### src/design/sspe_pkg.sv
// Shared types, constants and segment tables of the seven-segment panel encoder.
package sspe_pkg;

  localparam int unsigned TEMP_W    = 14;
  localparam int unsigned TIME_W    = 19;
  localparam int unsigned ADDR_W    = 6;
  localparam int unsigned NUM_BYTES = 20;
  localparam int unsigned CNT_W     = $clog2(NUM_BYTES);

  localparam logic [CNT_W-1:0] LAST_IDX = CNT_W'(NUM_BYTES - 1);

  localparam logic [7:0] DASH_PATTERN = 8'h08;
  localparam logic [7:0] HIGH_BIT     = 8'h80;
  localparam logic [7:0] LOW_BIT      = 8'h01;

  localparam logic [TIME_W-1:0] HM_LIMIT = TIME_W'(3599);
  localparam logic [TIME_W-1:0] MS_LIMIT = TIME_W'(59);

  // Byte i of the frame sits at index i.
  typedef logic [NUM_BYTES-1:0][7:0] frame_t;

  typedef struct packed {
    logic   valid;
    frame_t bytes;
  } frame_xfer_t;

  // Actual panel digits.
  function automatic logic [7:0] seg_act(input logic [3:0] d);
    logic [7:0] s;
    case (d)
      4'd0:    s = 8'h77;
      4'd1:    s = 8'h24;
      4'd2:    s = 8'h5D;
      4'd3:    s = 8'h6D;
      4'd4:    s = 8'h2E;
      4'd5:    s = 8'h6B;
      4'd6:    s = 8'h7B;
      4'd7:    s = 8'h25;
      4'd8:    s = 8'h7F;
      4'd9:    s = 8'h6F;
      default: s = 8'h00;
    endcase
    return s;
  endfunction

  // Set panel time digits.
  function automatic logic [7:0] seg_time(input logic [3:0] d);
    logic [7:0] s;
    case (d)
      4'd0:    s = 8'h77;
      4'd1:    s = 8'h12;
      4'd2:    s = 8'h5D;
      4'd3:    s = 8'h5B;
      4'd4:    s = 8'h3A;
      4'd5:    s = 8'h6B;
      4'd6:    s = 8'h6F;
      4'd7:    s = 8'h52;
      4'd8:    s = 8'h7F;
      4'd9:    s = 8'h7B;
      default: s = 8'h00;
    endcase
    return s;
  endfunction

  // Set panel temperature digits.
  function automatic logic [7:0] seg_set(input logic [3:0] d);
    logic [7:0] s;
    case (d)
      4'd0:    s = 8'hEE;
      4'd1:    s = 8'h24;
      4'd2:    s = 8'hBA;
      4'd3:    s = 8'hB6;
      4'd4:    s = 8'h74;
      4'd5:    s = 8'hD6;
      4'd6:    s = 8'hDE;
      4'd7:    s = 8'hA4;
      4'd8:    s = 8'hFE;
      4'd9:    s = 8'hF6;
      default: s = 8'h00;
    endcase
    return s;
  endfunction

endpackage

### src/design/sspe_pipe.sv
// Four-stage digit pipeline: constant division, digit split, segment lookup, frame assembly.
module sspe_pipe (
  input  logic                          clk_i,
  input  logic                          rst_ni,
  input  logic                          in_valid_i,
  output logic                          in_ready_o,
  input  logic [sspe_pkg::TEMP_W-1:0]   actual_temp_i,
  input  logic [sspe_pkg::TEMP_W-1:0]   set_temp_i,
  input  logic [sspe_pkg::TIME_W-1:0]   actual_time_i,
  input  logic [sspe_pkg::TIME_W-1:0]   set_time_i,
  input  logic                          beep_flash_i,
  input  logic                          heat_icon_on_i,
  input  logic                          time_icon_on_i,
  input  logic                          temp_blank_i,
  input  logic                          time_blank_i,
  output sspe_pkg::frame_xfer_t         frame_o,
  input  logic                          frame_ready_i
);

  // Exact reciprocals: floor(v * M / 2^K) equals v / D over the whole input range.
  localparam logic [20:0] M60   = 21'd1118482;
  localparam int unsigned K60   = 26;
  localparam logic [19:0] M3600 = 20'd596524;
  localparam int unsigned K3600 = 31;
  localparam logic [14:0] M10   = 15'd26215;
  localparam int unsigned K10   = 18;
  localparam logic [14:0] M100  = 15'd20972;
  localparam int unsigned K100  = 21;
  localparam logic [14:0] M1000 = 15'd16778;
  localparam int unsigned K1000 = 24;
  localparam logic [7:0]  M10S  = 8'd205;
  localparam int unsigned K10S  = 11;

  typedef struct packed {
    logic [13:0] at;
    logic [13:0] st;
    logic [10:0] at10;
    logic [10:0] st10;
    logic [7:0]  at100;
    logic [7:0]  st100;
    logic [4:0]  at1000;
    logic [4:0]  st1000;
    logic [18:0] atime;
    logic [18:0] stime;
    logic [13:0] aq60;
    logic [13:0] sq60;
    logic [7:0]  aq3600;
    logic [7:0]  sq3600;
    logic        hm;
    logic        ms;
    logic        st_zero;
    logic        show_atime;
    logic        heat;
    logic        ticon;
    logic        tblank;
    logic        mblank;
  } s1_t;

  typedef struct packed {
    logic [3:0][3:0] ad;
    logic [3:0][3:0] sd;
    logic            a_show0;
    logic            a_show1;
    logic            s_show0;
    logic            s_show1;
    logic [13:0]     ahi;
    logic [13:0]     shi;
    logic [5:0]      alo;
    logic [5:0]      slo;
    logic            hm;
    logic            st_zero;
    logic            show_atime;
    logic            heat;
    logic            ticon;
    logic            tblank;
    logic            mblank;
  } s2_t;

  typedef struct packed {
    logic [7:0][7:0] tb;
    logic [13:0]     ahi;
    logic [13:0]     shi;
    logic [10:0]     ahi10;
    logic [10:0]     shi10;
    logic [5:0]      alo;
    logic [5:0]      slo;
    logic [2:0]      alo10;
    logic [2:0]      slo10;
    logic            hm;
    logic            st_zero;
    logic            show_atime;
    logic            ticon;
    logic            mblank;
  } s3_t;

  // Four decimal digits of a temperature, from its exact quotients by 10, 100 and 1000.
  function automatic logic [3:0][3:0] temp_digits(input logic [13:0] t,
                                                  input logic [10:0] q10,
                                                  input logic [7:0]  q100,
                                                  input logic [4:0]  q1000);
    logic [3:0][3:0] d;
    logic [13:0]     r3;
    logic [10:0]     r2;
    logic [7:0]      r1;
    logic [4:0]      r0;
    r3 = t - 14'(q10) * 14'd10;
    r2 = q10 - 11'(q100) * 11'd10;
    r1 = q100 - 8'(q1000) * 8'd10;
    r0 = (q1000 >= 5'd10) ? (q1000 - 5'd10) : q1000;
    d[0] = r0[3:0];
    d[1] = r1[3:0];
    d[2] = r2[3:0];
    d[3] = r3[3:0];
    return d;
  endfunction

  // Time digits; the leading digit saturates at nine.
  function automatic logic [3:0][3:0] time_digits(input logic [13:0] hi,
                                                  input logic [10:0] hi10,
                                                  input logic [5:0]  lo,
                                                  input logic [2:0]  lo10);
    logic [3:0][3:0] d;
    logic [13:0]     hr;
    logic [5:0]      lr;
    hr = hi - 14'(hi10) * 14'd10;
    lr = lo - 6'(lo10) * 6'd10;
    d[0] = (hi10 > 11'd9) ? 4'd9 : hi10[3:0];
    d[1] = hr[3:0];
    d[2] = {1'b0, lo10};
    d[3] = lr[3:0];
    return d;
  endfunction

  logic en1, en2, en3, en4;
  logic v1_q, v2_q, v3_q, v4_q;
  s1_t  s1_d, s1_q;
  s2_t  s2_d, s2_q;
  s3_t  s3_d, s3_q;
  sspe_pkg::frame_t f4_d, f4_q;

  logic [39:0] aprod60, sprod60;
  logic [38:0] aprod3600, sprod3600;
  logic [28:0] apr10, spr10, apr100, spr100, apr1000, spr1000;
  logic [18:0] asec, ssec;
  logic [13:0] amin, smin;
  logic [28:0] ahprod, shprod;
  logic [13:0] alprod, slprod;
  logic [3:0][3:0] atd, std_d;
  logic [7:0][7:0] tb;

  assign en4        = !v4_q || frame_ready_i;
  assign en3        = !v3_q || en4;
  assign en2        = !v2_q || en3;
  assign en1        = !v1_q || en2;
  assign in_ready_o = en1;

  // Stage 1: quotients by constants and time format flags.
  always_comb begin
    aprod60   = 40'(actual_time_i) * 40'(M60);
    sprod60   = 40'(set_time_i) * 40'(M60);
    aprod3600 = 39'(actual_time_i) * 39'(M3600);
    sprod3600 = 39'(set_time_i) * 39'(M3600);
    apr10     = 29'(actual_temp_i) * 29'(M10);
    spr10     = 29'(set_temp_i) * 29'(M10);
    apr100    = 29'(actual_temp_i) * 29'(M100);
    spr100    = 29'(set_temp_i) * 29'(M100);
    apr1000   = 29'(actual_temp_i) * 29'(M1000);
    spr1000   = 29'(set_temp_i) * 29'(M1000);

    s1_d.at         = actual_temp_i;
    s1_d.st         = set_temp_i;
    s1_d.at10       = apr10[K10+10:K10];
    s1_d.st10       = spr10[K10+10:K10];
    s1_d.at100      = apr100[K100+7:K100];
    s1_d.st100      = spr100[K100+7:K100];
    s1_d.at1000     = apr1000[K1000+4:K1000];
    s1_d.st1000     = spr1000[K1000+4:K1000];
    s1_d.atime      = actual_time_i;
    s1_d.stime      = set_time_i;
    s1_d.aq60       = aprod60[K60+13:K60];
    s1_d.sq60       = sprod60[K60+13:K60];
    s1_d.aq3600     = aprod3600[K3600+7:K3600];
    s1_d.sq3600     = sprod3600[K3600+7:K3600];
    s1_d.hm         = set_time_i > sspe_pkg::HM_LIMIT;
    s1_d.ms         = set_time_i > sspe_pkg::MS_LIMIT;
    s1_d.st_zero    = set_time_i == '0;
    s1_d.show_atime = ((actual_time_i != '0) && (set_time_i != '0)) || beep_flash_i;
    s1_d.heat       = heat_icon_on_i;
    s1_d.ticon      = time_icon_on_i;
    s1_d.tblank     = temp_blank_i;
    s1_d.mblank     = time_blank_i;
  end

  // Stage 2: temperature digits, time remainders and format selection.
  always_comb begin
    asec = s1_q.atime - 19'(s1_q.aq60) * 19'd60;
    ssec = s1_q.stime - 19'(s1_q.sq60) * 19'd60;
    amin = s1_q.aq60 - 14'(s1_q.aq3600) * 14'd60;
    smin = s1_q.sq60 - 14'(s1_q.sq3600) * 14'd60;

    s2_d.ad      = temp_digits(s1_q.at, s1_q.at10, s1_q.at100, s1_q.at1000);
    s2_d.sd      = temp_digits(s1_q.st, s1_q.st10, s1_q.st100, s1_q.st1000);
    s2_d.a_show0 = s1_q.at1000 != '0;
    s2_d.a_show1 = s1_q.at100 != '0;
    s2_d.s_show0 = s1_q.st1000 != '0;
    s2_d.s_show1 = s1_q.st100 != '0;
    if (s1_q.hm) begin
      s2_d.ahi = 14'(s1_q.aq3600);
      s2_d.shi = 14'(s1_q.sq3600);
      s2_d.alo = amin[5:0];
      s2_d.slo = smin[5:0];
    end else if (s1_q.ms) begin
      s2_d.ahi = s1_q.aq60;
      s2_d.shi = s1_q.sq60;
      s2_d.alo = asec[5:0];
      s2_d.slo = ssec[5:0];
    end else begin
      s2_d.ahi = '0;
      s2_d.shi = '0;
      s2_d.alo = asec[5:0];
      s2_d.slo = ssec[5:0];
    end
    s2_d.hm         = s1_q.hm;
    s2_d.st_zero    = s1_q.st_zero;
    s2_d.show_atime = s1_q.show_atime;
    s2_d.heat       = s1_q.heat;
    s2_d.ticon      = s1_q.ticon;
    s2_d.tblank     = s1_q.tblank;
    s2_d.mblank     = s1_q.mblank;
  end

  // Stage 3: temperature segment bytes and time quotients by ten.
  always_comb begin
    ahprod = 29'(s2_q.ahi) * 29'(M10);
    shprod = 29'(s2_q.shi) * 29'(M10);
    alprod = 14'(s2_q.alo) * 14'(M10S);
    slprod = 14'(s2_q.slo) * 14'(M10S);

    tb[0] = (s2_q.a_show0 ? sspe_pkg::seg_act(s2_q.ad[0]) : 8'h00) | sspe_pkg::HIGH_BIT;
    tb[1] = s2_q.a_show1 ? sspe_pkg::seg_act(s2_q.ad[1]) : 8'h00;
    tb[2] = sspe_pkg::seg_act(s2_q.ad[2]) | sspe_pkg::HIGH_BIT;
    tb[3] = (sspe_pkg::seg_act(s2_q.ad[3]) & ~sspe_pkg::HIGH_BIT)
          | (s2_q.heat ? 8'h00 : sspe_pkg::HIGH_BIT);
    if (s2_q.tblank) begin
      tb[4] = 8'h00;
      tb[5] = 8'h00;
      tb[6] = 8'h00;
      tb[7] = 8'h00;
    end else begin
      tb[4] = s2_q.s_show0 ? sspe_pkg::seg_set(s2_q.sd[0]) : 8'h00;
      tb[5] = s2_q.s_show1 ? sspe_pkg::seg_set(s2_q.sd[1]) : 8'h00;
      tb[6] = sspe_pkg::seg_set(s2_q.sd[2]);
      tb[7] = sspe_pkg::seg_set(s2_q.sd[3]);
    end
    // The set temperature decimal point stays lit even while blanked.
    tb[6] = tb[6] | sspe_pkg::LOW_BIT;

    s3_d.tb         = tb;
    s3_d.ahi        = s2_q.ahi;
    s3_d.shi        = s2_q.shi;
    s3_d.ahi10      = ahprod[K10+10:K10];
    s3_d.shi10      = shprod[K10+10:K10];
    s3_d.alo        = s2_q.alo;
    s3_d.slo        = s2_q.slo;
    s3_d.alo10      = alprod[K10S+2:K10S];
    s3_d.slo10      = slprod[K10S+2:K10S];
    s3_d.hm         = s2_q.hm;
    s3_d.st_zero    = s2_q.st_zero;
    s3_d.show_atime = s2_q.show_atime;
    s3_d.ticon      = s2_q.ticon;
    s3_d.mblank     = s2_q.mblank;
  end

  // Stage 4: time digits, their segments and the full frame.
  always_comb begin
    atd   = time_digits(s3_q.ahi, s3_q.ahi10, s3_q.alo, s3_q.alo10);
    std_d = time_digits(s3_q.shi, s3_q.shi10, s3_q.slo, s3_q.slo10);
    f4_d  = '0;
    for (int i = 0; i < 4; i++) begin
      f4_d[i]     = s3_q.tb[i];
      f4_d[8 + i] = s3_q.tb[4 + i];
      f4_d[4 + i] = s3_q.show_atime ? sspe_pkg::seg_act(atd[i]) : sspe_pkg::DASH_PATTERN;
      if (s3_q.mblank) begin
        f4_d[16 + i] = 8'h00;
      end else if (s3_q.st_zero) begin
        f4_d[16 + i] = sspe_pkg::DASH_PATTERN;
      end else begin
        f4_d[16 + i] = sspe_pkg::seg_time(std_d[i]);
      end
    end
    f4_d[6]  = (f4_d[6] & ~sspe_pkg::HIGH_BIT) | (s3_q.ticon ? 8'h00 : sspe_pkg::HIGH_BIT);
    f4_d[17] = f4_d[17] | sspe_pkg::HIGH_BIT;
    if (s3_q.hm) begin
      f4_d[19] = f4_d[19] | sspe_pkg::HIGH_BIT;
    end else begin
      f4_d[18] = f4_d[18] | sspe_pkg::HIGH_BIT;
    end
  end

  always_ff @(posedge clk_i or negedge rst_ni) begin
    if (!rst_ni) begin
      v1_q <= 1'b0;
      v2_q <= 1'b0;
      v3_q <= 1'b0;
      v4_q <= 1'b0;
    end else begin
      if (en1) begin
        v1_q <= in_valid_i;
      end
      if (en2) begin
        v2_q <= v1_q;
      end
      if (en3) begin
        v3_q <= v2_q;
      end
      if (en4) begin
        v4_q <= v3_q;
      end
    end
  end

  always_ff @(posedge clk_i) begin
    if (en1) begin
      s1_q <= s1_d;
    end
    if (en2) begin
      s2_q <= s2_d;
    end
    if (en3) begin
      s3_q <= s3_d;
    end
    if (en4) begin
      f4_q <= f4_d;
    end
  end

  assign frame_o.valid = v4_q;
  assign frame_o.bytes = f4_q;

endmodule

### src/design/sspe_serializer.sv
// Frame serializer: sends the twenty bytes of a frame one per cycle with their addresses.
module sspe_serializer (
  input  logic                          clk_i,
  input  logic                          rst_ni,
  input  sspe_pkg::frame_xfer_t         frame_i,
  output logic                          frame_ready_o,
  output logic                          strobe_o,
  output logic [sspe_pkg::ADDR_W-1:0]   seg_address_o,
  output logic [7:0]                    seg_byte_o,
  output logic                          last_byte_o
);

  // Actual panel runs upward from zero; set panel runs downward from 38.
  localparam logic [sspe_pkg::ADDR_W-1:0] SET_BASE = sspe_pkg::ADDR_W'(54);
  localparam logic [sspe_pkg::CNT_W-1:0]  SET_IDX  = sspe_pkg::CNT_W'(8);

  logic                            active_d, active_q;
  logic [sspe_pkg::CNT_W-1:0]      cnt_d, cnt_q;
  sspe_pkg::frame_t                sh_d, sh_q;
  logic                            load;
  logic [sspe_pkg::ADDR_W-1:0]     addr_d, addr_q;
  logic [sspe_pkg::ADDR_W-1:0]     twice;
  logic                            strobe_q, last_q;
  logic [7:0]                      byte_q;

  assign frame_ready_o = !active_q || (cnt_q == sspe_pkg::LAST_IDX);
  assign load          = frame_i.valid && frame_ready_o;

  always_comb begin
    active_d = active_q;
    cnt_d    = cnt_q;
    sh_d     = sh_q;
    if (active_q) begin
      sh_d[sspe_pkg::NUM_BYTES-2:0] = sh_q[sspe_pkg::NUM_BYTES-1:1];
      sh_d[sspe_pkg::NUM_BYTES-1]   = 8'h00;
      cnt_d = cnt_q + 1'b1;
      if (cnt_q == sspe_pkg::LAST_IDX) begin
        active_d = 1'b0;
      end
    end
    if (load) begin
      sh_d     = frame_i.bytes;
      cnt_d    = '0;
      active_d = 1'b1;
    end
  end

  always_comb begin
    twice  = sspe_pkg::ADDR_W'(cnt_q) << 1;
    addr_d = (cnt_q < SET_IDX) ? twice : (SET_BASE - twice);
  end

  always_ff @(posedge clk_i or negedge rst_ni) begin
    if (!rst_ni) begin
      active_q <= 1'b0;
      cnt_q    <= '0;
      strobe_q <= 1'b0;
      last_q   <= 1'b0;
    end else begin
      active_q <= active_d;
      cnt_q    <= cnt_d;
      strobe_q <= active_q;
      last_q   <= active_q && (cnt_q == sspe_pkg::LAST_IDX);
    end
  end

  always_ff @(posedge clk_i) begin
    sh_q   <= sh_d;
    addr_q <= addr_d;
    byte_q <= sh_q[0];
  end

  assign strobe_o      = strobe_q;
  assign seg_address_o = addr_q;
  assign seg_byte_o    = byte_q;
  assign last_byte_o   = last_q;

endmodule

### src/design/seven_segment_panel_encoder.sv
// Top level of the seven-segment panel encoder: digit pipeline and byte serializer.
//
//   Channel   Handshake        Payload
//   --------  ---------------  ------------------------------------------------------------
//   item in   start_i/busy_o   actual_temp_i, set_temp_i, actual_time_i, set_time_i,
//                              beep_flash_i, heat_icon_on_i, time_icon_on_i,
//                              temp_blank_i, time_blank_i
//   byte out  strobe_o         seg_address_o, seg_byte_o, last_byte_o
//
// An item transfers at a rising edge where start_i is high and busy_o is low.
// Its first byte appears on the output after the pipeline stages, the serializer's shift
// register and its output register; its twenty bytes then follow in consecutive cycles,
// so the sustained rate is set by the serializer's single byte-wide output register.
// Up to four further items are held in the pipeline stages while a frame is being sent;
// busy_o rises only when every stage is full, and a held item is never lost or repeated.
// Reset (rst_ni low, asynchronous) clears all valid bits and the serializer's counter and flags.
// The receiver cannot stall: every strobed byte is taken in the cycle it appears.
module seven_segment_panel_encoder (
  input  logic                          clk_i,
  input  logic                          rst_ni,
  input  logic                          start_i,
  output logic                          busy_o,
  input  logic [sspe_pkg::TEMP_W-1:0]   actual_temp_i,
  input  logic [sspe_pkg::TEMP_W-1:0]   set_temp_i,
  input  logic [sspe_pkg::TIME_W-1:0]   actual_time_i,
  input  logic [sspe_pkg::TIME_W-1:0]   set_time_i,
  input  logic                          beep_flash_i,
  input  logic                          heat_icon_on_i,
  input  logic                          time_icon_on_i,
  input  logic                          temp_blank_i,
  input  logic                          time_blank_i,
  output logic                          strobe_o,
  output logic [sspe_pkg::ADDR_W-1:0]   seg_address_o,
  output logic [7:0]                    seg_byte_o,
  output logic                          last_byte_o
);

  // The pipeline's first stage reports whether it can take an item this cycle.
  logic                  pipe_ready;
  logic                  item_xfer;
  sspe_pkg::frame_xfer_t frame;
  logic                  frame_ready;

  assign busy_o    = !pipe_ready;
  assign item_xfer = start_i && pipe_ready;

  // Four register stages: divide by constants, split digits, look up temperature
  // segments, then build the time segments and the complete twenty-byte frame.
  sspe_pipe u_pipe (
    .clk_i          (clk_i),
    .rst_ni         (rst_ni),
    .in_valid_i     (item_xfer),
    .in_ready_o     (pipe_ready),
    .actual_temp_i  (actual_temp_i),
    .set_temp_i     (set_temp_i),
    .actual_time_i  (actual_time_i),
    .set_time_i     (set_time_i),
    .beep_flash_i   (beep_flash_i),
    .heat_icon_on_i (heat_icon_on_i),
    .time_icon_on_i (time_icon_on_i),
    .temp_blank_i   (temp_blank_i),
    .time_blank_i   (time_blank_i),
    .frame_o        (frame),
    .frame_ready_i  (frame_ready)
  );

  // The serializer takes a new frame while it sends the last byte of the previous one,
  // so consecutive items leave with no idle cycle between them.
  sspe_serializer u_serializer (
    .clk_i         (clk_i),
    .rst_ni        (rst_ni),
    .frame_i       (frame),
    .frame_ready_o (frame_ready),
    .strobe_o      (strobe_o),
    .seg_address_o (seg_address_o),
    .seg_byte_o    (seg_byte_o),
    .last_byte_o   (last_byte_o)
  );

endmodule

### config.mk
export PLATFORM = sky130hd
export DESIGN_NAME = seven_segment_panel_encoder
export DESIGN_NICKNAME = d
export VERILOG_FILES = /design/src/design/sspe_pkg.sv /design/src/design/sspe_pipe.sv /design/src/design/sspe_serializer.sv /design/src/design/seven_segment_panel_encoder.sv
export SDC_FILE = /design/constraint.sdc
export NUM_CORES = 2
export LEC_CHECK = 0
export BUFFER_PORTS_ARGS = -buffer_cell sky130_fd_sc_hd__clkbuf_2
export CORE_MARGIN = 1.5
export CORE_UTILIZATION = 65
export DETAILED_ROUTE_END_ITERATION = 6
export HOLD_SLACK_MARGIN = 0.1
export MAX_ROUTING_LAYER = met4
export PLACE_DENSITY = 0.82
export SYNTH_ARGS = -nofsm -noshare
export SYNTH_HDL_FRONTEND = slang
export SYNTH_SLANG_ARGS = --single-unit
export TNS_END_PERCENT = 10
### constraint.sdc
create_clock -name clk_i -period 7.5 [get_ports clk_i]
set_clock_uncertainty 0.15 [all_clocks]
set_input_delay 0.375 -clock clk_i [delete_from_list [all_inputs] [get_ports clk_i]]
set_output_delay 0.375 -clock clk_i [all_outputs]
set_load 0.005 [all_outputs]
=== Word level (Yosys, flattened, before mapping) ===
Memory sizes are Yosys's and may differ from the RTL's. A register that Yosys moved wholly into a read port is not among the register bits.
Cells that the tools add are included.

* Bitwise logic cells: 5
* Reductions and logical operators: 33
* Equality and inequality tests: 1
* $lt $le $gt $ge: 7
* Add/subtract/negate cells: 18
* Mux-type cells: 26
* Multipliers: 28

{| class="wikitable"
|+ Operator list
! operator !! count
|-
| 160-bit 2-to-1 mux || 2
|-
| 14-bit by 15-bit multiplier with 29-bit output, second input constant || 4
|-
| 19-bit by 20-bit multiplier with 39-bit output, second input constant || 2
|-
| 19-bit by 18-bit multiplier with 37-bit output, second input constant || 2
|-
| 34-bit 2-to-1 mux || 2
|-
| 14-bit by 14-bit multiplier with 28-bit output, second input constant || 2
|-
| 14-bit by 13-bit multiplier with 27-bit output, second input constant || 2
|-
| 8-bit 2-to-1 mux || 6
|-
| 11-bit by 3-bit multiplier with 3-bit output, second input constant || 4
|-
| 4-bit subtractor || 10
|-
| 19-bit nonzero test || 2
|-
| 14-bit by 4-bit multiplier with 4-bit output, second input constant || 2
|-
| 6-bit by 8-bit multiplier with 14-bit output, second input constant || 2
|-
| 4-bit 2-to-1 mux || 7
|-
| 6-bit subtractor || 4
|-
| 11-bit by 4-bit greater-than comparator with 1-bit output, second input constant || 2
|-
| 19-bit by 12-bit greater-than comparator with 1-bit output, second input constant || 1
|-
| 19-bit by 6-bit greater-than comparator with 1-bit output, second input constant || 1
|-
| 19-bit logical NOT || 1
|-
| 8-bit by 3-bit multiplier with 3-bit output, second input constant || 2
|-
| 8-bit by 4-bit multiplier with 4-bit output, second input constant || 2
|-
| 7-bit by 8-bit bitwise OR with 8-bit output || 2
|-
| 8-bit nonzero test || 2
|-
| 1-bit logical NOT || 11
|-
| other kinds (19) || 41
|}

* Input bits: 74
* Output and inout bits: 17
* Bits in read-only memories: 1680
* Logic and storage cells: 254
* Memories: 16
* Bits in registers: 602

{| class="wikitable"
|+ Memory list
! name !! depth !! bits a word !! rd ports !! clocked after Yosys merged registers in !! write ports !! line !! RTL
|-
| (no name shown) || 16 || 7 || 1 || 1 || 0 || sspe_pkg.sv:30 || <nowiki>case (d)</nowiki>
|-
| (no name shown) || 16 || 7 || 1 || 0 || 0 || sspe_pkg.sv:49 || <nowiki>case (d)</nowiki>
|-
| (no name shown) || 16 || 7 || 1 || 1 || 0 || sspe_pkg.sv:30 ||
|-
| (no name shown) || 16 || 7 || 1 || 0 || 0 || sspe_pkg.sv:49 ||
|-
| (no name shown) || 16 || 7 || 1 || 1 || 0 || sspe_pkg.sv:30 ||
|-
| (no name shown) || 16 || 7 || 1 || 0 || 0 || sspe_pkg.sv:49 ||
|-
| +10 memories || -- || -- || -- || -- || -- || -- ||
|}

=== Logic depth before layout (Yosys ltp) ===
* Depth in word-level cells: 7
* Depth in mapped cells: 22
* Depth with buffers taken out: 22

=== Modules after synthesis ===
From an unflattened synthesis, not the netlist that was laid out.

* Cell total of the unflattened synthesis: 5709
* Area total of the unflattened synthesis: 65052.4 µm²

{| class="wikitable"
|+ By module, submodules not included
! module !! sequential area each (µm²) !! instances !! area each (µm²) !! cells each
|-
| sspe_pipe || 12862.3 || 1 || 57592.7 || 5311
|-
| sspe_serializer || 5265.0 || 1 || 7449.6 || 396
|-
| seven_segment_panel_encoder || 0.0 || 1 || 10.0 || 2
|}

=== Worst setup path after synthesis ===
Ideal clock, no wire load.

* Path type: reg2reg
* Start: register u_serializer.active_q
* End: register u_serializer.cnt_q[3] in the netlist's numbering
* Required time: 7.221 ns
* Setup time: 0.129 ns
* Arrival: 5.754 ns
* Slack: 1.468 ns
* Stages on the path, launching flop included: 6
* Cell sequence: dfrtp_1 or2_2 clkbuf_1 nand4_1 xnor2_1 nor2_1

* Longest elaborated chain between the ends: 4
* Elaborated cells on any way between the ends: 5
* Those cells by class: 1 x mux; 4 x reduce/logical

{| class="wikitable"
|+ RTL lines
! what !! line !! RTL
|-
| start, declared || sspe_serializer.sv:17 || <nowiki>logic active_d, active_q;</nowiki>
|-
| start signal, assigned || sspe_serializer.sv:60 || <nowiki>active_q <= active_d;</nowiki>
|-
| 1-bit logical NOT || sspe_serializer.sv:26 || <nowiki>assign frame_ready_o = !active_q || (cnt_q == sspe_pkg::LAST_IDX);</nowiki>
|-
| 1-bit logical OR || sspe_serializer.sv:26 ||
|-
| 1-bit logical AND || sspe_serializer.sv:27 || <nowiki>assign load = frame_i.valid && frame_ready_o;</nowiki>
|-
| 5-bit 2-to-1 mux / 2-bit nonzero test (equally long branches) || -- ||
|-
| end signal, assigned || sspe_serializer.sv:61 || <nowiki>cnt_q <= cnt_d;</nowiki>
|-
| end, declared || sspe_serializer.sv:18 || <nowiki>logic [sspe_pkg::CNT_W-1:0] cnt_d, cnt_q;</nowiki>
|}

Several ways; a longest one is shown, not always the timed one.
A chain may end at the register's enable or synchronous reset.

==> report_table.html <==
<table>
<tr><th>Metric</th><th>Value</th></tr>
<tr><th colspan="2">Run status</th></tr>
<tr><td>Status</td><td>complete, no violations</td></tr>
<tr><th colspan="2">Global routing</th></tr>
<tr><td>GR Overflow Total</td><td>0</td></tr>
<tr><td>Initial antenna violation count</td><td>0</td></tr>
<tr><td>First-pass GRT wire length</td><td>around 210 mm</td></tr>
<tr><td>Largest net degree at the start of global routing</td><td>144</td></tr>
<tr><td>Via count of the first global-routing pass</td><td>42800</td></tr>
<tr><td>Total GRT Usage</td><td>0.271</td></tr>
<tr><th colspan="2">Pwr</th></tr>
<tr><td>Maximum resistive drop on vdd</td><td>just over 0.4 mV</td></tr>
<tr><td>Pwr per Cell Area</td><td>227 nW/um^2</td></tr>
<tr><td>Total power</td><td>roughly 16 mW</td></tr>
<tr><td>Static leakage</td><td>about 35 nW</td></tr>
<tr><th colspan="2">Worst setup path</th></tr>
<tr><td>CP Data Required Time</td><td>7.72 ns</td></tr>
<tr><td>Ordered cell list for the critical path</td><td>dlygate4sd3_1 &gt; clkbuf_2 &gt; inv_1 &gt; ha_1 &gt; inv_1 &gt; ha_1 &gt; inv_1 &gt; fa_1 &gt; fa_1 &gt; inv_1 &gt; fa_1 &gt; fa_1 &gt; ha_1 &gt; a2111oi_0 &gt; o21ai_0 &gt; o311a_1 &gt; a211oi_1 &gt; o21ai_0 &gt; a21oi_1 &gt; o21bai_1 &gt; xor2_1</td></tr>
<tr><td>Critical path launch point type</td><td>primary input</td></tr>
<tr><td>Crit path arrival time</td><td>6.57 ns</td></tr>
<tr><td>Start of the worst register-to-register path</td><td>u_pipe.s2_q[44]</td></tr>
<tr><td>CP peak stage delay</td><td>0.58 ns</td></tr>
<tr><td>Nature of the critical path endpoint</td><td>flop</td></tr>
<tr><td>Launch point of the worst path</td><td>set_time_i[2]</td></tr>
<tr><td>Max FO, Critical Path</td><td>11</td></tr>
<tr><td>Worst path top cell family by delay</td><td>adder cells</td></tr>
<tr><td>Max stage delay cell, worst path</td><td>fa_1</td></tr>
<tr><td>WP buf/inv</td><td>6</td></tr>
<tr><td>Critical path class</td><td>in -&gt; reg</td></tr>
<tr><th colspan="2">Floorplanning</th></tr>
<tr><td>Number of core rows</td><td>between 100 and 150</td></tr>
<tr><td>Initial Util</td><td>0.655</td></tr>
<tr><td>Area of the die</td><td>101000 sq um</td></tr>
<tr><td>Die Span Y</td><td>318 microns</td></tr>
<tr><td>Core Box Area</td><td>98300 sq um</td></tr>
<tr><td>Horiz. Die Dim</td><td>about 320 microns</td></tr>
<tr><td>Number of top-level pins</td><td>91</td></tr>
<tr><th colspan="2">CTS</th></tr>
<tr><td>Root buffer cell</td><td>clkbuf_16</td></tr>
<tr><td>Count of cells resized by post-cts repair</td><td>0</td></tr>
<tr><td>Num CTS Buffers</td><td>between 50 and 60</td></tr>
<tr><td>Clock-pin slew reported for the worst setup and hold paths after clock tree synthesis</td><td>roughly 0.060 ns</td></tr>
<tr><td>Maximum number of buffers from clock root to sink</td><td>3</td></tr>
<tr><td>H-tree depth reported by CTS</td><td>2</td></tr>
<tr><td>Clk sink count</td><td>617</td></tr>
<tr><td>Post-CTS Hold Fix Bufs</td><td>21</td></tr>
<tr><td>Post-CTS setup buffers</td><td>0</td></tr>
<tr><td>Clock Latency Late Sink</td><td>0.64 ns</td></tr>
<tr><td>CTS tree</td><td>yes</td></tr>
<tr><th colspan="2">Worst hold path</th></tr>
<tr><td>Class of the most critical hold timing path</td><td>in -&gt; reg</td></tr>
<tr><td>Worst hold start</td><td>set_temp_i[0]</td></tr>
<tr><th colspan="2">STA</th></tr>
<tr><td>Hold Fails Final Rpt</td><td>0</td></tr>
<tr><td>TNS Setup</td><td>0 ns</td></tr>
<tr><td>Setup-violating endpoint count in the final report</td><td>0</td></tr>
<tr><td>RSZ-0062 raised after global routing</td><td>false</td></tr>
<tr><td>Max-slew headroom</td><td>0.299</td></tr>
<tr><td>Pins Over Slew Limit</td><td>0</td></tr>
<tr><td>Period minus WS final</td><td>6.35 ns</td></tr>
<tr><td>Maximum clock frequency</td><td>157 MHz</td></tr>
<tr><td>Fraction of the cycle the final worst path needs</td><td>0.847</td></tr>
<tr><td>Slew at the pin closest to its max-slew limit</td><td>1.05 ns</td></tr>
<tr><th colspan="2">Yosys</th></tr>
<tr><td>Cell taking the most area after synthesis</td><td>ha_1</td></tr>
<tr><td>Count of mapped cells out of synthesis</td><td>5661</td></tr>
<tr><td>Post-synth top area share</td><td>0.271</td></tr>
<tr><td>Yosys warns</td><td>0</td></tr>
<tr><td>Seq/Total Area, Yosys</td><td>0.281</td></tr>
<tr><td>Ys flop type</td><td>edfxtp_1</td></tr>
<tr><td>Post-synthesis instance area</td><td>around 64000 sq um</td></tr>
<tr><td>Post-synthesis register bit count</td><td>617</td></tr>
<tr><td>Net count of the mapped netlist</td><td>roughly 8000</td></tr>
<tr><td>Share of flip-flops with an asynchronous set or reset after synthesis</td><td>0.0194</td></tr>
<tr><td>Post-synth cell types</td><td>76</td></tr>
<tr><td>Cell types occupying the most area after synthesis</td><td>ha_1 (27%), edfxtp_1 (27%), fa_1 (21%)</td></tr>
<tr><td>Mean post-synth cell area</td><td>11.4 sq um</td></tr>
<tr><td>Post-synth EDFFs</td><td>571</td></tr>
<tr><th colspan="2">Route</th></tr>
<tr><td>Drt total wl</td><td>128 mm</td></tr>
<tr><td>Detailed-route DRC error count</td><td>0</td></tr>
<tr><td>First-pass iteration count of the detailed router</td><td>6</td></tr>
<tr><td>Via count of the routed design</td><td>39300</td></tr>
<tr><td>Post-route ant nets</td><td>0</td></tr>
<tr><td>Initial DRC count</td><td>2149</td></tr>
<tr><td>Detail-routed net length per standard cell</td><td>~18 microns</td></tr>
<tr><td>Ratio of routed vias to standard cells</td><td>~5.5</td></tr>
<tr><th colspan="2">Layout</th></tr>
<tr><td>Count of placed standard cells in the final layout, fillers left out</td><td>7135</td></tr>
<tr><td>Area overhead of the layout relative to synthesis</td><td>6.69%</td></tr>
<tr><td>Ratio of cells with drive above 1 in the final layout</td><td>0.0614</td></tr>
<tr><td>Most common cell after layout, fill and taps aside</td><td>inv_1</td></tr>
<tr><td>Net count, final</td><td>a little under 8000</td></tr>
<tr><td>Diodes inserted</td><td>0</td></tr>
<tr><td>Top library cells by usage in the layout, fill and taps aside</td><td>inv_1 (1398), ha_1 (1397), fa_1 (668)</td></tr>
<tr><td>Number of fillers in the final layout</td><td>6852</td></tr>
<tr><th colspan="2">Place</th></tr>
<tr><td>Placed Instances</td><td>between 7000 and 8000</td></tr>
<tr><td>GP Congestion</td><td>a little under 1</td></tr>
<tr><td>HPWL after detailed placement</td><td>105 mm</td></tr>
<tr><td>Port Buffers</td><td>89</td></tr>
<tr><th colspan="2">Run</th></tr>
<tr><td>Max Cap Viol</td><td>0</td></tr>
</table>
[where the power goes]
| part | switching, mW | internal [mW] | total [mW] |
|---|---|---|---|
| Sequential | 0.0200 | 3.89 | 3.91 |
| Combinational | 4.76 | 3.78 | 8.53 |
| Clock | 1.34 | 1.80 | 3.15 |
| Total | 6.12 | 9.47 | 15.6 |
[synthesized netlist by cell type, types with 8 or more instances]
cell	n
a211oi_1	21
a21o_1	87
a21oi_1	200
a22o_1	14
a31oi_1	25
and2_1	45
and3_1	11
and4_1	10
clkbuf_1	41
dfrtp_1	12
dfxtp_1	34
edfxtp_1	571
fa_1	668
ha_1	1397
inv_1	1398
mux2_2	115
mux2i_1	24
nand2_1	136
nand2b_1	33
nand3_1	29
nand4_1	28
nor2_1	171
nor2b_1	76
nor3_1	34
nor4_1	11
o211ai_1	8
o21a_1	42
o21ai_0	93
o21bai_1	14
or2_2	23
or3_1	11
xnor2_1	121
xor2_1	44
[worst reg2reg max path, delay by kind of cell, from the launching register on]
kind | cells | cell delay (ns)
compound gates | 5 | 1.27
xor+xnor | 1 | 0.09
fa+ha+maj | 7 | 3.28
buf+inv | 4 | 0.21
flops | 1 | 0.47
simple gates | 3 | 0.63
[through the flow]
step / setup slack [ns] / util / cell area [sq um] / hold slack, ns
finish: 1.15 / 0.699 / 68700 / 0.138
global route: 0.730 / 0.699 / 68700 / 0.132
CTS: 1.18 / 0.699 / 68700 / 0.105
detailed placement: 0.950 / 0.676 / 66400 / 0.144
global placement: 1.04 / 0.676 / 66400 / 0.125
floorplan: 1.47 / - / 64400 / -0.0706
[registers in the layout, summed over array words and instances (netlist names), 3 cells and up, named ones only]
| name | count |
|---|---|
| u_pipe.atd | 3 |
| u_pipe.f4_d | 57 |
| u_pipe.frame_o | 116 |
| u_pipe.s1_q | 106 |
| u_pipe.s2_q | 83 |
| u_pipe.s3_d | 7 |
| u_pipe.s3_q | 46 |
| u_serializer.cnt_q | 5 |
| u_serializer.seg_address_o | 5 |
| u_serializer.seg_byte_o | 8 |
| u_serializer.sh_q | 160 |
[final timing paths]
check                                             end  slack (ns)  cells after the start
setup / recovery                      u_pipe.s1_q[15]        1.15                     21
hold / removal                       u_pipe.s1_q[138]        0.14                      1
setup reg to reg                      u_pipe.s3_q[44]        1.16                     20
hold reg to reg            u_serializer.seg_byte_o[3]        0.19                      0
max in group asynchronous                 u_pipe.v3_q        6.16                      3
min in group asynchronous                 u_pipe.v4_q        0.66                      3
[kinds of logic (layout without fill, tap and decap cells)]
logic type	after synthesis	count (layout)	synth area share
adders and majority gates	2065	2065	0.479
xor gates and xnor gates	165	165	0.0224
other	1	1	0.0000582
DFF	617	617	0.281
AOI/OAI and AO/OA	597	597	0.0598
buffers and inverters	1446	1633	0.0844
muxes	139	139	0.0238
and+or+nand+nor	631	631	0.0489
[cell type report]
class                      instances  area [sq um]  area share
inverter                        1400          5260      0.0765
sequential                       617         18100       0.264
clock buffer                      72          1590      0.0231
clock inverter                    40           502     0.00730
multi-input combinational       3598         40900       0.595
tap                             1287          1610      0.0234
timing repair buffer             121           751      0.0109
[layer usage]
layer / share of wire / GRT usage / vias up
met3: 0.033 / 0.0213 / 246
met2: 0.52 / 0.480 / 734
met1: 0.42 / 0.333 / 19400
li1: - / - / 19000
met4: 0.031 / 0.0803 / 0
met5: 0 / - / -
No activity file was read; power rests on OpenSTA's default activity.
